### src/hw/rtl/button_debounce_long_press_repeat_unit_defines.svh
// Assertion macros shared by the button debounce RTL.
`ifndef BUTTON_DEBOUNCE_LONG_PRESS_REPEAT_UNIT_DEFINES_SVH
`define BUTTON_DEBOUNCE_LONG_PRESS_REPEAT_UNIT_DEFINES_SVH

// Same-cycle implication, sampled on clk and switched off while arst_n is low.
`define BDLPR_ASSERT_NOW(label, ante, cons, msg) \
	label: assert property (@(posedge clk) disable iff (!arst_n) (ante) |-> (cons)) \
		else $error(msg);

// Next-cycle implication, sampled on clk and switched off while arst_n is low.
`define BDLPR_ASSERT_NEXT(label, ante, cons, msg) \
	label: assert property (@(posedge clk) disable iff (!arst_n) (ante) |=> (cons)) \
		else $error(msg);

`endif

### src/hw/rtl/bdlpr_pkg.sv
// Types and constants of the button debounce, long press and auto-repeat unit.
package bdlpr_pkg;

	localparam int TIME_W = 32;
	localparam int CFG_W  = 16;
	localparam int BTN_W  = 3;
	localparam int IDX_W  = 2;

	typedef logic [TIME_W-1:0] time_ms_t;
	typedef logic [CFG_W-1:0]  cfg_ms_t;
	typedef logic [BTN_W-1:0]  btn_t;
	typedef logic [IDX_W-1:0]  cfg_idx_t;

	// Raw button codes.
	localparam btn_t KEY_NONE   = 3'd0;
	localparam btn_t KEY_RIGHT  = 3'd1;
	localparam btn_t KEY_UP     = 3'd2;
	localparam btn_t KEY_DOWN   = 3'd3;
	localparam btn_t KEY_LEFT   = 3'd4;
	localparam btn_t KEY_SELECT = 3'd5;

	// Event codes; the direction events share the button codes.
	localparam btn_t EV_NONE         = 3'd0;
	localparam btn_t EV_SELECT_SHORT = 3'd5;
	localparam btn_t EV_SELECT_HELD  = 3'd6;

	// Configuration register indexes.
	localparam cfg_idx_t CFG_DEBOUNCE     = 2'd0;
	localparam cfg_idx_t CFG_LONG_PRESS   = 2'd1;
	localparam cfg_idx_t CFG_REPEAT_DELAY = 2'd2;
	localparam cfg_idx_t CFG_REPEAT_PERIOD = 2'd3;

	// Configuration reset values in milliseconds.
	localparam cfg_ms_t DEBOUNCE_RST      = 16'd50;
	localparam cfg_ms_t LONG_PRESS_RST    = 16'd1000;
	localparam cfg_ms_t REPEAT_DELAY_RST  = 16'd500;
	localparam cfg_ms_t REPEAT_PERIOD_RST = 16'd150;

	// Configuration register set.
	typedef struct packed {
		cfg_ms_t debounce;
		cfg_ms_t long_press;
		cfg_ms_t repeat_delay;
		cfg_ms_t repeat_period;
	} cfg_regs_t;

endpackage

### src/hw/rtl/button_debounce_long_press_repeat_unit.sv
// Button debouncer with select short/long press and up/down auto-repeat.
//
//  channel  | direction | handshake          | payload
//  ---------+-----------+--------------------+-------------------------------------------
//  poll     | in        | in_valid/in_stall  | sample_time_ms, raw_button, arm_release
//  event    | out       | out_valid/out_stall| event_code
//  config   | in        | cfg_we             | cfg_index, cfg_data
//
// Each poll request is registered in stage one, evaluated against the button state
// combinationally and written with the state update into the output register; one
// poll per cycle is sustained while the event output is not stalled. The poll register
// empties into the output register whenever that is empty or being taken, so a stalled
// event still lets one further poll be captured. Reset loads the register defaults and
// clears the button state and valid flags; it takes effect at once with no clearing pass.
module button_debounce_long_press_repeat_unit (
	input  logic                    clk,
	input  logic                    arst_n,
	input  logic                    in_valid,
	output logic                    in_stall,
	input  bdlpr_pkg::time_ms_t     sample_time_ms,
	input  bdlpr_pkg::btn_t         raw_button,
	input  logic                    arm_release,
	output logic                    out_valid,
	input  logic                    out_stall,
	output bdlpr_pkg::btn_t         event_code,
	input  logic                    cfg_we,
	input  bdlpr_pkg::cfg_idx_t     cfg_index,
	input  bdlpr_pkg::cfg_ms_t      cfg_data
);

	import bdlpr_pkg::*;

	`include "button_debounce_long_press_repeat_unit_defines.svh"

	cfg_regs_t cfg_q;

	// Poll register.
	logic     valid_s1;
	time_ms_t now_s1;
	btn_t     raw_s1;
	logic     arm_s1;

	// Button state.
	btn_t     prev_raw_q;
	btn_t     deb_btn_q;
	time_ms_t change_time_q;
	time_ms_t hold_start_q;
	time_ms_t repeat_time_q;
	logic     long_done_q;
	logic     await_q;

	// Output register.
	logic     out_valid_q;
	btn_t     event_q;

	// Next state and event.
	btn_t     prev_raw_d;
	btn_t     deb_btn_d;
	time_ms_t change_time_d;
	time_ms_t hold_start_d;
	time_ms_t repeat_time_d;
	logic     long_done_d;
	logic     await_d;
	logic     await_eff;
	btn_t     ev_d;

	time_ms_t since_change;
	time_ms_t since_hold;
	time_ms_t since_repeat;
	logic     debounce_met;
	logic     long_met;
	logic     delay_met;
	logic     period_met;

	logic     in_take;
	logic     adv;

	// Handshake: the poll register moves on when the output register is free.
	assign adv       = valid_s1 && (!out_valid_q || !out_stall);
	assign in_stall  = valid_s1 && !adv;
	assign in_take   = in_valid && !in_stall;
	assign out_valid = out_valid_q;
	assign event_code = event_q;

	// Configuration registers.
	always_ff @(posedge clk or negedge arst_n) begin
		if (!arst_n) begin
			cfg_q.debounce      <= DEBOUNCE_RST;
			cfg_q.long_press    <= LONG_PRESS_RST;
			cfg_q.repeat_delay  <= REPEAT_DELAY_RST;
			cfg_q.repeat_period <= REPEAT_PERIOD_RST;
		end else if (cfg_we) begin
			unique case (cfg_index)
				CFG_DEBOUNCE:      cfg_q.debounce      <= cfg_data;
				CFG_LONG_PRESS:    cfg_q.long_press    <= cfg_data;
				CFG_REPEAT_DELAY:  cfg_q.repeat_delay  <= cfg_data;
				CFG_REPEAT_PERIOD: cfg_q.repeat_period <= cfg_data;
				default:           cfg_q <= cfg_q;
			endcase
		end
	end

	// Poll register valid flag.
	always_ff @(posedge clk or negedge arst_n) begin
		if (!arst_n) begin
			valid_s1 <= 1'b0;
		end else if (in_take) begin
			valid_s1 <= 1'b1;
		end else if (adv) begin
			valid_s1 <= 1'b0;
		end
	end

	// Poll payload; codes six and seven count as no button.
	always_ff @(posedge clk) begin
		if (in_take) begin
			now_s1 <= sample_time_ms;
			raw_s1 <= (raw_button > KEY_SELECT) ? KEY_NONE : raw_button;
			arm_s1 <= arm_release;
		end
	end

	// Elapsed times, all modulo 2^32.
	assign since_change = now_s1 - change_time_q;
	assign since_hold   = now_s1 - hold_start_q;
	assign since_repeat = now_s1 - repeat_time_q;
	assign debounce_met = since_change >= {{(TIME_W-CFG_W){1'b0}}, cfg_q.debounce};
	assign long_met     = since_hold   >= {{(TIME_W-CFG_W){1'b0}}, cfg_q.long_press};
	assign delay_met    = since_hold   >= {{(TIME_W-CFG_W){1'b0}}, cfg_q.repeat_delay};
	assign period_met   = since_repeat >= {{(TIME_W-CFG_W){1'b0}}, cfg_q.repeat_period};
	assign await_eff    = await_q || arm_s1;

	// Evaluation of one poll against the button state.
	always_comb begin
		prev_raw_d    = prev_raw_q;
		deb_btn_d     = deb_btn_q;
		change_time_d = change_time_q;
		hold_start_d  = hold_start_q;
		repeat_time_d = repeat_time_q;
		long_done_d   = long_done_q;
		await_d       = await_eff;
		ev_d          = EV_NONE;
		if (await_eff) begin
			// Nothing is reported until no button has stayed debounced.
			if (raw_s1 != prev_raw_q) begin
				prev_raw_d    = raw_s1;
				change_time_d = now_s1;
			end else if (raw_s1 != KEY_NONE) begin
				change_time_d = now_s1;
			end else if (debounce_met) begin
				await_d     = 1'b0;
				deb_btn_d   = KEY_NONE;
				long_done_d = 1'b0;
			end
		end else if (raw_s1 != prev_raw_q) begin
			prev_raw_d    = raw_s1;
			change_time_d = now_s1;
		end else if (!debounce_met) begin
			ev_d = EV_NONE;
		end else if (raw_s1 != deb_btn_q) begin
			// A debounced change: press edges of the direction keys, select on release.
			deb_btn_d     = raw_s1;
			hold_start_d  = now_s1;
			repeat_time_d = now_s1;
			long_done_d   = 1'b0;
			if (raw_s1 == KEY_NONE) begin
				if (deb_btn_q == KEY_SELECT && !long_done_q) begin
					ev_d = EV_SELECT_SHORT;
				end
			end else if (raw_s1 != KEY_SELECT) begin
				ev_d = raw_s1;
			end
		end else if (deb_btn_q == KEY_SELECT && !long_done_q && long_met) begin
			long_done_d = 1'b1;
			ev_d        = EV_SELECT_HELD;
		end else if ((deb_btn_q == KEY_UP || deb_btn_q == KEY_DOWN) &&
				delay_met && period_met) begin
			repeat_time_d = now_s1;
			ev_d          = deb_btn_q;
		end
	end

	// Button state update, one poll at a time.
	always_ff @(posedge clk or negedge arst_n) begin
		if (!arst_n) begin
			prev_raw_q    <= KEY_NONE;
			deb_btn_q     <= KEY_NONE;
			change_time_q <= '0;
			hold_start_q  <= '0;
			repeat_time_q <= '0;
			long_done_q   <= 1'b0;
			await_q       <= 1'b0;
		end else if (adv) begin
			prev_raw_q    <= prev_raw_d;
			deb_btn_q     <= deb_btn_d;
			change_time_q <= change_time_d;
			hold_start_q  <= hold_start_d;
			repeat_time_q <= repeat_time_d;
			long_done_q   <= long_done_d;
			await_q       <= await_d;
		end
	end

	// Output register valid flag.
	always_ff @(posedge clk or negedge arst_n) begin
		if (!arst_n) begin
			out_valid_q <= 1'b0;
		end else if (adv) begin
			out_valid_q <= 1'b1;
		end else if (!out_stall) begin
			out_valid_q <= 1'b0;
		end
	end

	// Output event payload.
	always_ff @(posedge clk) begin
		if (adv) begin
			event_q <= ev_d;
		end
	end

	// A poll is held back only while the output register is full and stalled.
	`BDLPR_ASSERT_NOW(a_stall_cause, in_stall, valid_s1 && out_valid_q && out_stall, "in_stall without a blocked output")
	// No event is given while release is awaited.
	`BDLPR_ASSERT_NOW(a_await_quiet, adv && await_eff, ev_d == EV_NONE, "event while awaiting release")
	// A long select event leaves the long press marked as done.
	`BDLPR_ASSERT_NEXT(a_long_marks, adv && ev_d == EV_SELECT_HELD, long_done_q, "long press not marked")
	// Every up or down event restarts the repeat spacing at the poll time.
	`BDLPR_ASSERT_NEXT(a_repeat_time, adv && (ev_d == KEY_UP || ev_d == KEY_DOWN), repeat_time_q == $past(now_s1), "repeat time not restarted")

endmodule
### config.mk
export PLATFORM = sky130hd
export DESIGN_NAME = button_debounce_long_press_repeat_unit
export DESIGN_NICKNAME = d
export VERILOG_FILES = /design/src/hw/rtl/bdlpr_pkg.sv /design/src/hw/rtl/button_debounce_long_press_repeat_unit.sv
export VERILOG_INCLUDE_DIRS = /design/src /design/src/hw/rtl
export SDC_FILE = /design/constraint.sdc
export NUM_CORES = 1
export LEC_CHECK = 0
export BUFFER_PORTS_ARGS = -buffer_cell sky130_fd_sc_hd__buf_2
export CAP_MARGIN = 25
export CORE_MARGIN = 3
export CORE_UTILIZATION = 56
export CTS_CLUSTER_DIAMETER = 100
export DETAILED_ROUTE_END_ITERATION = 8
export PLACE_DENSITY = 0.73
export SLEW_MARGIN = 15
export SYNTH_ARGS = -nofsm -noshare
export SYNTH_HDL_FRONTEND = slang
export SYNTH_SLANG_ARGS = --single-unit
### constraint.sdc
create_clock -name clk -period 8.8 [get_ports clk]
set_input_delay 1.32 -clock clk [delete_from_list [all_inputs] [get_ports clk]]
set_output_delay 1.32 -clock clk [all_outputs]
set_load 0.1 [all_outputs]
==> out/metrics.csv, run 1 <==
metric,value,unit
status,completed,
r2r setup slk,2860,ps
Via Count,12770,
chip width,173.0,um
PortBufs,63,
Setup-failing EPs final,0,
number of synthesized flops with an enable pin,39,
Post-CTS Repair Setup Buffers,0,
layout cells sized above 1,15.71,%
Hold Slack,503.2,ps
multi-input logic area,9236,sq um
TritonCTS clock tree,done,
sequential area share after synthesis,34.89,%
GR Util met3,3.184,%
Peak VDD IR,0.1706,mV
Worst Hold Depth,1,
worst-margin pin slew,965.0,ps
setup TNS,0,ps
Synthesis Warnings,0,
ranking of synthesized cells by area,"dfrtp_1 (24%), ha_1 (13%), edfxtp_1 (7.5%)",
Final Cell Area,17040,sq um
row count,60,
DR vias/cell,6.073,
NetSw,1.535,mW
WL final,41.02,mm
met2 usage,42.35,%
crit path launch type,flop,
relative max-transition margin,35.47,%
Main synth FF type,dfrtp_1,
gp weighted congestion,0.9086,
Placement Cell Area,16180,sq um
Chip Height,173.0,um
initial antenna violation count,0,
die area,29930,sq um
number of buffers and inverters on the critical path,3,
Final Cycle Share,67.48,%
vias in the first global route,12360,
R2R Path Start,now_s1[0],
syn nets,1892,
fillers,2352,
crit-path max cell delay,570,ps
CTS Buf Count,24,
slowest CP cell,nor4_2,
DRT antenna net count,0,
TritonCTS sink count,209,
CTS H-tree depth,1,
DR WL/cell,19.50,um
# resized after CTS,0,
min Tclk post-route,5938,ps
detailed placement HPWL,31.59,mm
drt drc,0,
mapped cell area,15620,sq um
core region area,27180,sq um
Leak,7.561,nW
Hold EP,cfg_q[27],
hold_buf cts,0,
Sw Ratio,38.16,%
internal power,2.488,mW
synth-to-layout area growth,9.076,%
top cell family by delay on the critical path,compound AO/OA/AOI/OAI gates,
n_diodes,0,
Root Buffer,clkbuf_16,
hold path start,cfg_q[27],
worst hold path class,flop to flop,
endpoint class of the critical path,flop,
Synth top area share,24.19,%
drt first pass iters,5,
Netlist cell types,87,
nets,1932,
starting density of the core,57.47,%
combinational share of power,42.7,%
CP max FO,32,
arrival time worst endpoint,6360,ps
GRT Max-Usage Layer,met2,
Worst Skew,31.70,ps
"area leader, netlist",dfrtp_1,
power per cell area,236.2,nW/um^2
Async SR Flop Fraction,81.34,%
critical path class,flop to flop,
clock buffer depth,3,
Register Area,5449,sq um
CP required,9230,ps
Max Cap Viol,0,
Reg power frac,31.3,%
synthesis-stage register bit count,209,
"Clk pin slew, worst setup/hold paths",60,ps
pin count of the biggest net entering global routing,93,
GRT overflow,0,
initial DRC count,1128,
Syn Area/Cell,9.336,sq um
Fin. Hold Viols,0,
Clock Latency Late Sink,550,ps
RSZ-0062 raised after global routing,false,
met1 Usage GRT,40.21,%
worst-case reg-to-reg path depth,25,
f_max,168.4,MHz
Ports,64,
"Slew Viols, Final",0,
Syn Inst Count,1673,
GRT Total Usage,27.09,%
FF-to-FF End,repeat_time_q[0],
Clk pwr share,26.0,%
first-pass GRT wire length,66.41,mm
-- layout make-up --
class                      instances  area share, %
tap                              372          2.732
timing repair buffer              69          2.269
clock buffer                      34          3.804
inverter                         179          3.944
clock inverter                    10          1.050
multi-input combinational       1230          54.22
sequential                       209          31.98
-- synth_stat cells (21+ instances only) --
cell,instances
dfrtp_1,151
xor2_1,30
nand3_1,25
a21oi_1,134
o21ai_0,122
mux2_2,90
nand4_1,30
nand2_1,142
inv_1,179
edfxtp_1,39
a21o_1,38
clkbuf_1,39
a211oi_1,26
xnor2_1,40
ha_1,157
nor2_1,76
mux2_4,29
o21a_1,21
-- flip-flops by register name, indices dropped and copies added, names as in the netlist --
name / cells
event_code: 3
now_s1: 32
repeat_time_q: 32
raw_s1: 3
arm_s1: 1
long_done_q: 1
cfg_q: 64
deb_btn_q: 3
prev_raw_q: 3
out_valid: 1
change_time_q: 32
valid_s1: 1
await_q: 1
hold_start_q: 32
-- through the flow --
step,std cells,util (%),power (mW),worst slack (ps)
floorplan,1673,-,2.508,3879
global placement,2058,59.54,2.909,3040
detailed placement,2058,59.54,2.953,2928
CTS,2102,62.59,4.015,2901
global route,2103,62.69,4.305,2396
finish,2103,62.69,4.023,2862
-- power groups by stage --
stage / logic, mW / registers [mW] / clock network, mW
2_1_floorplan: 1.27 / 1.24 / 0
3_3_place_gp: 1.64 / 1.26 / 0
3_5_place_dp: 1.68 / 1.27 / 0
4_1_cts: 1.70 / 1.26 / 1.06
5_1_grt: 1.93 / 1.28 / 1.10
6_report: 1.72 / 1.26 / 1.05
-- cells by family (layout without fill, tap and decap cells) --
logic type	after synthesis	count (layout)	share of synthesized area, %
XOR/XNOR	70	70	3.925
multiplexers	124	124	9.597
AND/OR/NAND/NOR	397	397	12.56
AO/OA/AOI/OAI	479	479	19.98
buffers and inverters	234	292	6.088
adder cells (fa/ha/maj)	160	160	12.96
flip-flops	209	209	34.89
-- placed cells by master (no fill, tap or decap), drive strengths merged, types with 20 or more instances in the layout --
master  instances
nor2           76
ha            157
a21oi         136
nand2         142
nand2b         20
nand4          30
inv           179
nor3           20
mux2          119
buf            69
a211oi         26
clkbuf         34
nand3          26
o21a           21
edfxtp         39
xnor2          40
xor2           30
a21o           38
o21ai         126
dfrtp         151
-- how the worst max path moves through the flow --
stage / end / slack, ps / cells past startpoint / start
global placement: repeat_time_q[0] / 3040 / 25 / now_s1[0]
finish: repeat_time_q[0] / 2860 / 25 / now_s1[0]
CTS: repeat_time_q[0] / 2900 / 25 / now_s1[0]
floorplan: hold_start_q[22] / 3880 / 20 / now_s1[9]
global route: repeat_time_q[0] / 2400 / 25 / now_s1[0]
detailed placement: repeat_time_q[0] / 2930 / 20 / now_s1[9]
-- routing by layer --
layer | wire (um) | vias to the layer above
met4 | 1020 | 0
li1 | - | 6147
met2 | 18330 | 458
met1 | 18990 | 6096
met5 | 0 | -
met3 | 2673 | 71
Power figures use the tool's default switching activity.
==> inputs of run 2 (changes only) <==
==> constraint.sdc (replaced) <==
create_clock -name clk -period 5.6 [get_ports clk]
set_input_delay 0.84 -clock clk [delete_from_list [all_inputs] [get_ports clk]]
set_output_delay 0.84 -clock clk [all_outputs]
set_load 0.1 [all_outputs]
==> out/metrics.csv, run 2 (synthesis results as in run 1) <==
metric,value,unit,change
min Tclk post-route,5326,ps,-612.1 ps
first-pass GRT wire length,65.56,mm,-1.3%
DR vias/cell,6.032,,-0.67%
n_diodes,0,,unchanged
chip width,173.0,um,unchanged
Worst Setup SP,repeat_time_q[4],,
power per cell area,364.8,nW/um^2,+54%
crit path launch type,flop,,
CP required,6020,ps,-3210 ps
endpoint class of the critical path,flop,,
Ports,64,,unchanged
r2r setup slk,270,ps,-2590 ps
initial antenna violation count,0,,unchanged
max reg flops,64,,unchanged
Peak VDD IR,0.3273,mV,+92%
RSZ-0062 raised after global routing,false,,
Post-Place Cells,2077,,+0.92%
multi-input logic area,9278,sq um,+0.45%
starting density of the core,57.47,%,unchanged
Worst Skew,16.63,ps,-15.07 ps
Clock Latency Late Sink,540,ps,about the same
Leak,7.689,nW,+1.7%
final worst slack,274.1,ps,-2588 ps
Final Cycle Share,95.11,%,+28 points
R2R Path Start,repeat_time_q[4],,
nets,1957,,+1.3%
CP max FO,7,,-78%
fillers,2252,,-4.3%
Chip Height,173.0,um,unchanged
f_max,187.8,MHz,+11%
Setup-failing EPs final,0,,unchanged
TritonCTS clock tree,done,,
clock buffer depth,3,,unchanged
Root Buffer,clkbuf_16,,
"commonest cells after routing, fill and taps aside","inv_1 (178), ha_1 (157), dfrtp_1 (151), nand2_1 (142), a21oi_1 (132)",,
Clk pwr share,25.7,%,-0.3 points
GRT overflow,0,,unchanged
synth-to-layout area growth,10.77,%,
pin count of the biggest net entering global routing,93,,unchanged
internal power,3.860,mW,+55%
critical path class,flop to flop,,
"worst slack, placed",-20.41,ps,-2948 ps
arrival time worst endpoint,5740,ps,-620 ps
DR WL/cell,19.25,um,-1.3%
TritonCTS sink count,209,,unchanged
vias in the first global route,12430,,+0.51%
Biggest register,cfg_q,,
"commonest non-fill, non-tap cell in the layout",inv_1,,
Reg power frac,31.0,%,-0.3 points
Sw Ratio,38.84,%,+0.68 points
GRT Total Usage,26.77,%,-0.32 points
drt first pass iters,5,,unchanged
Max Cap Viol,0,,unchanged
CTS H-tree depth,1,,unchanged
core region area,27180,sq um,unchanged
WL final,40.99,mm,about the same
NetSw,2.451,mW,+60%
combinational share of power,43.3,%,+0.6 points
setup TNS,0,ps,unchanged
status,completed,,
drt drc,0,,unchanged
row count,60,,unchanged
relative max-transition margin,36.19,%,+0.72 points
"Slew Viols, Final",0,,unchanged
"Clk pin slew, worst setup/hold paths",70,ps,about the same
layout cells sized above 1,17.53,%,+1.8 points
PortBufs,63,,unchanged
gp weighted congestion,0.9939,,+9.4%
CTS Buf Count,25,,+4.2%
die area,29930,sq um,unchanged
Register Area,5449,sq um,unchanged
Non-Filler Instances,2129,,+1.2%
Fin. Hold Viols,0,,unchanged
initial DRC count,907,,-20%
worst hold path class,input port to async pin,,
DRT antenna net count,0,,unchanged
detailed placement HPWL,31.54,mm,-0.16%
worst-margin pin slew,954.4,ps,-10.53 ps
Via Count,12840,,+0.56%
==> run 2: changes by cell type in the layout (fill, tap and decap cells not counted), moves of 3 or more <==
| cell | previous run | this run |
|---|---|---|
| clkbuf_16 | 24 | 27 |
| clkinvlp_4 | 0 | 6 |
| buf_4 | 5 | 24 |
| buf_12 | 0 | 3 |
| clkbuf_1 | 9 | 5 |
==> run 2: area by class of cell <==
cell class,count,share of cell area [%]
well taps,372,2.690
clock inverters,16,0.9764
inverters,179,3.884
flip-flops and latches,209,31.50
multi-input cells,1230,53.63
clock buffers,30,3.725
repair buffers,93,3.602
==> run 2: path summary, 6_finish.rpt <==
path / cells after the start / to
max: 21 / repeat_time_q[16]
min: 1 / cfg_q[26]
max reg2reg: 21 / repeat_time_q[16]
min reg2reg: 1 / out_valid
max in group asynchronous: 2 / change_time_q[4]
min in group clk: 1 / now_s1[14]
==> run 2: timing repair <==
action | 4_1_cts | 5_1_grt
gates cloned | 0 | 3
hold buffers | 0 | 0
pin swaps | 0 | 4
resized for setup | 1 | 10
setup endpoints to repair | 29 | 68
endpoints found under the hold margin | 0 | 0
setup buffers | 0 | 3
==> run 2: worst max-delay path: stages, from the launching register on <==
cell and delay (ps):
dfrtp_1 410, inv_1 70, ha_1 420, a21o_1 250, a31o_2 230, o21ai_1 350, nand2_1 240, a21boi_2 320
o31ai_1 130, xor2_1 160, ha_1 300, o2111ai_1 210, a211oi_2 370, nor4_1 90, nand4_1 150, nor4_4 60
buf_4 180, a2111oi_4 460, o211ai_4 140, buf_12 170, clkbuf_16 160, mux2_4 300
==> run 2: layer usage <==
metal / vias to the layer above / track usage (%) / share of wire, %
met5: - / 0 / 0
met4: 0 / 7.804 / 3.0
met3: 84 / 4.128 / 5.4
met2: 355 / 42.63 / 46
met1: 6209 / 38.03 / 46
li1: 6195 / - / -
==> run 2: per-stage QoR <==
step | power, mW | instance area, sq um | hold slack, ps | util (%)
final | 6.311 | 17300 | 374.4 | 63.66
after global routing | 6.742 | 17300 | 442.7 | 63.66
after CTS | 6.295 | 17160 | 428.0 | 63.15
after detailed placement | 4.643 | 16350 | 488.4 | 60.16
after global placement | 4.579 | 16350 | 477.2 | 60.16
after floorplan | 3.941 | 15620 | 449.2 | -
==> run 2: power by group through the flow <==
stage | clock network (mW) | logic [mW] | registers, mW
2_1_floorplan | 0 | 1.99 | 1.95
3_3_place_gp | 0 | 2.61 | 1.97
3_5_place_dp | 0 | 2.66 | 1.98
4_1_cts | 1.65 | 2.69 | 1.96
5_1_grt | 1.72 | 3.04 | 1.99
6_report | 1.62 | 2.73 | 1.96
==> inputs of run 3 (changes only) <==
--- a/config.mk
+++ b/config.mk
@@ -13,6 +13,7 @@
 export CTS_CLUSTER_DIAMETER = 100
 export DETAILED_ROUTE_END_ITERATION = 8
 export PLACE_DENSITY = 0.73
+export RECOVER_POWER = 100
 export SLEW_MARGIN = 15
 export SYNTH_ARGS = -nofsm -noshare
 export SYNTH_HDL_FRONTEND = slang
==> out/metrics.csv, run 3 (synthesis results as in run 1) <==
metric,value,unit,change
WL final,40.93,mm,-0.14%
Peak VDD IR,0.3252,mV,-0.63%
status,"finished, violations left",,
die area,29930,sq um,unchanged
Non-Filler Instances,2129,,unchanged
Post-Place Cells,2077,,unchanged
setup TNS,0,ps,unchanged
fillers,2271,,+0.84%
initial antenna violation count,0,,unchanged
starting density of the core,57.47,%,unchanged
DRT antenna net count,0,,unchanged
arrival time worst endpoint,5750,ps,about the same
"commonest cells after routing, fill and taps aside","inv_1 (178), ha_1 (157), dfrtp_1 (151), nand2_1 (142), a21oi_1 (132)",,
NetSw,2.444,mW,-0.28%
Register Area,5449,sq um,unchanged
multi-input logic area,9241,sq um,-0.39%
Reg power frac,31.1,%,about the same
Fin. Hold Viols,0,,unchanged
Sw Ratio,38.81,%,about the same
clock buffer depth,3,,unchanged
f_max,187.7,MHz,about the same
slowest CP cell,ha_1,,
detailed placement HPWL,31.54,mm,unchanged
CP required,6020,ps,about the same
DR vias/cell,6.030,,about the same
Worst Skew,15.28,ps,-1.350 ps
hold_buf cts,0,,unchanged
core region area,27180,sq um,unchanged
Chip Height,173.0,um,unchanged
endpoint class of the critical path,flop,,
GRT overflow,0,,unchanged
Biggest register,cfg_q,,
crit path launch type,flop,,
Root Buffer,clkbuf_16,,
DR WL/cell,19.23,um,-0.14%
hold path start,sample_time_ms[14],,
n_diodes,0,,unchanged
FF-to-FF End,repeat_time_q[16],,
Via Count,12840,,-0.039%
relative max-transition margin,-184.0,%,-220 points
vias in the first global route,12430,,unchanged
drt drc,0,,unchanged
CP max FO,7,,unchanged
TritonCTS sink count,209,,unchanged
top cell family by delay on the critical path,compound AO/OA/AOI/OAI gates,,
Setup-failing EPs final,0,,unchanged
Ports,64,,unchanged
chip width,173.0,um,unchanged
combinational share of power,43.2,%,about the same
number of buffers and inverters on the critical path,4,,unchanged
TritonCTS clock tree,done,,
first-pass GRT wire length,65.56,mm,unchanged
nets,1957,,unchanged
layout cells sized above 1,16.28,%,-1.3 points
pin count of the biggest net entering global routing,93,,unchanged
Max Cap Viol,3,,+3
Hold EP,now_s1[14],,
max reg flops,64,,unchanged
critical path class,flop to flop,,
Leak,7.617,nW,-0.94%
"commonest non-fill, non-tap cell in the layout",inv_1,,
PortBufs,63,,unchanged
initial DRC count,873,,-3.7%
r2r setup slk,270,ps,about the same
GRT Total Usage,26.77,%,unchanged
crit-path max cell delay,420,ps,-40 ps
drt first pass iters,7,,+2
internal power,3.854,mW,-0.14%
Clk pwr share,25.7,%,about the same
CTS H-tree depth,1,,unchanged
min Tclk post-route,5327,ps,+1.375 ps
worst-case reg-to-reg path depth,23,,+9.5%
Final Cycle Share,95.13,%,about the same
CTS Buf Count,25,,unchanged
Worst Hold Depth,1,,
R2R Path Start,repeat_time_q[4],,
Clock Latency Late Sink,540,ps,about the same
worst path cell trace,"inv_1, ha_1, a21o_1, a31o_2, o21ai_1, nand2_1, a21boi_2, nor2_1, xor2_1, ha_1, a21o_1, a21oi_1, o221ai_1, a211o_1, nor4_1, nand4_1, nor4_4, buf_4, a2111oi_4, o211ai_4, buf_12, clkbuf_8, mux2_4",,
power per cell area,365.6,nW/um^2,+0.23%
worst-margin pin slew,4261,ps,+3306 ps
failing checks,"max-capacitance violations, max-slew violations",,
synth-to-layout area growth,10.29,%,
row count,60,,unchanged
"Clk pin slew, worst setup/hold paths",60,ps,about the same
"Slew Viols, Final",171,,+171
gp weighted congestion,0.9939,,unchanged
worst hold path class,input port to flop,,
## run 3: what timing repair did
| action | CTS | global route |
|---|---|---|
| cloned | 0 | 3 |
| setup endpoints to repair | 29 | 68 |
| endpoints found under the hold margin | 0 | 0 |
| resized for setup | 1 | 10 |
| buffers inserted | 0 | 3 |
| pin swaps | 0 | 4 |
## run 3: power groups by stage
stage	logic (mW)	clock network (mW)	registers (mW)
after floorplan	1.99	0	1.95
after global placement	2.61	0	1.97
after detailed placement	2.66	0	1.98
after global routing	3.03	1.72	1.99
after CTS	2.69	1.65	1.96
final	2.72	1.62	1.96
## run 3: metal layers
layer	share of wire, %	track usage (%)
met3	5.4	4.128
met5	0	0
met4	3.0	7.804
met1	46	38.03
met2	46	42.63
## run 3: final cells by class
| class | count | area share [%] |
|---|---|---|
| sequential | 209 | 31.63 |
| tap | 372 | 2.702 |
| timing repair buffer | 93 | 3.399 |
| multi-input combinational | 1230 | 53.65 |
| clock buffer | 30 | 3.741 |
| inverter | 179 | 3.900 |
| clock inverter | 16 | 0.9805 |
## run 3: metrics by stage
step | hold slack, ps | power [mW] | worst slack [ps] | cell area, sq um | utilization [%]
after floorplan | 449.2 | 3.941 | 678.6 | 15620 | -
after global placement | 477.2 | 4.579 | -100.6 | 16350 | 60.16
after detailed placement | 488.4 | 4.643 | -20.41 | 16350 | 60.16
after CTS | 428.0 | 6.295 | 53.50 | 17160 | 63.15
after global routing | 456.9 | 6.736 | -1.508 | 17230 | 63.39
final | 472.6 | 6.298 | 272.7 | 17230 | 63.39
## run 3: worst max path at each step
stage                     start           endpoint  slack, ps  cells past startpoint
2_1_floorplan         now_s1[9]   hold_start_q[22]        680                     20
3_3_place_gp   repeat_time_q[4]  repeat_time_q[26]       -100                     22
3_5_place_dp   repeat_time_q[4]  repeat_time_q[26]        -20                     22
4_1_cts               now_s1[0]  repeat_time_q[26]         50                     26
5_1_grt               now_s1[0]  repeat_time_q[16]         -2                     22
6_report       repeat_time_q[4]  repeat_time_q[16]        270                     23
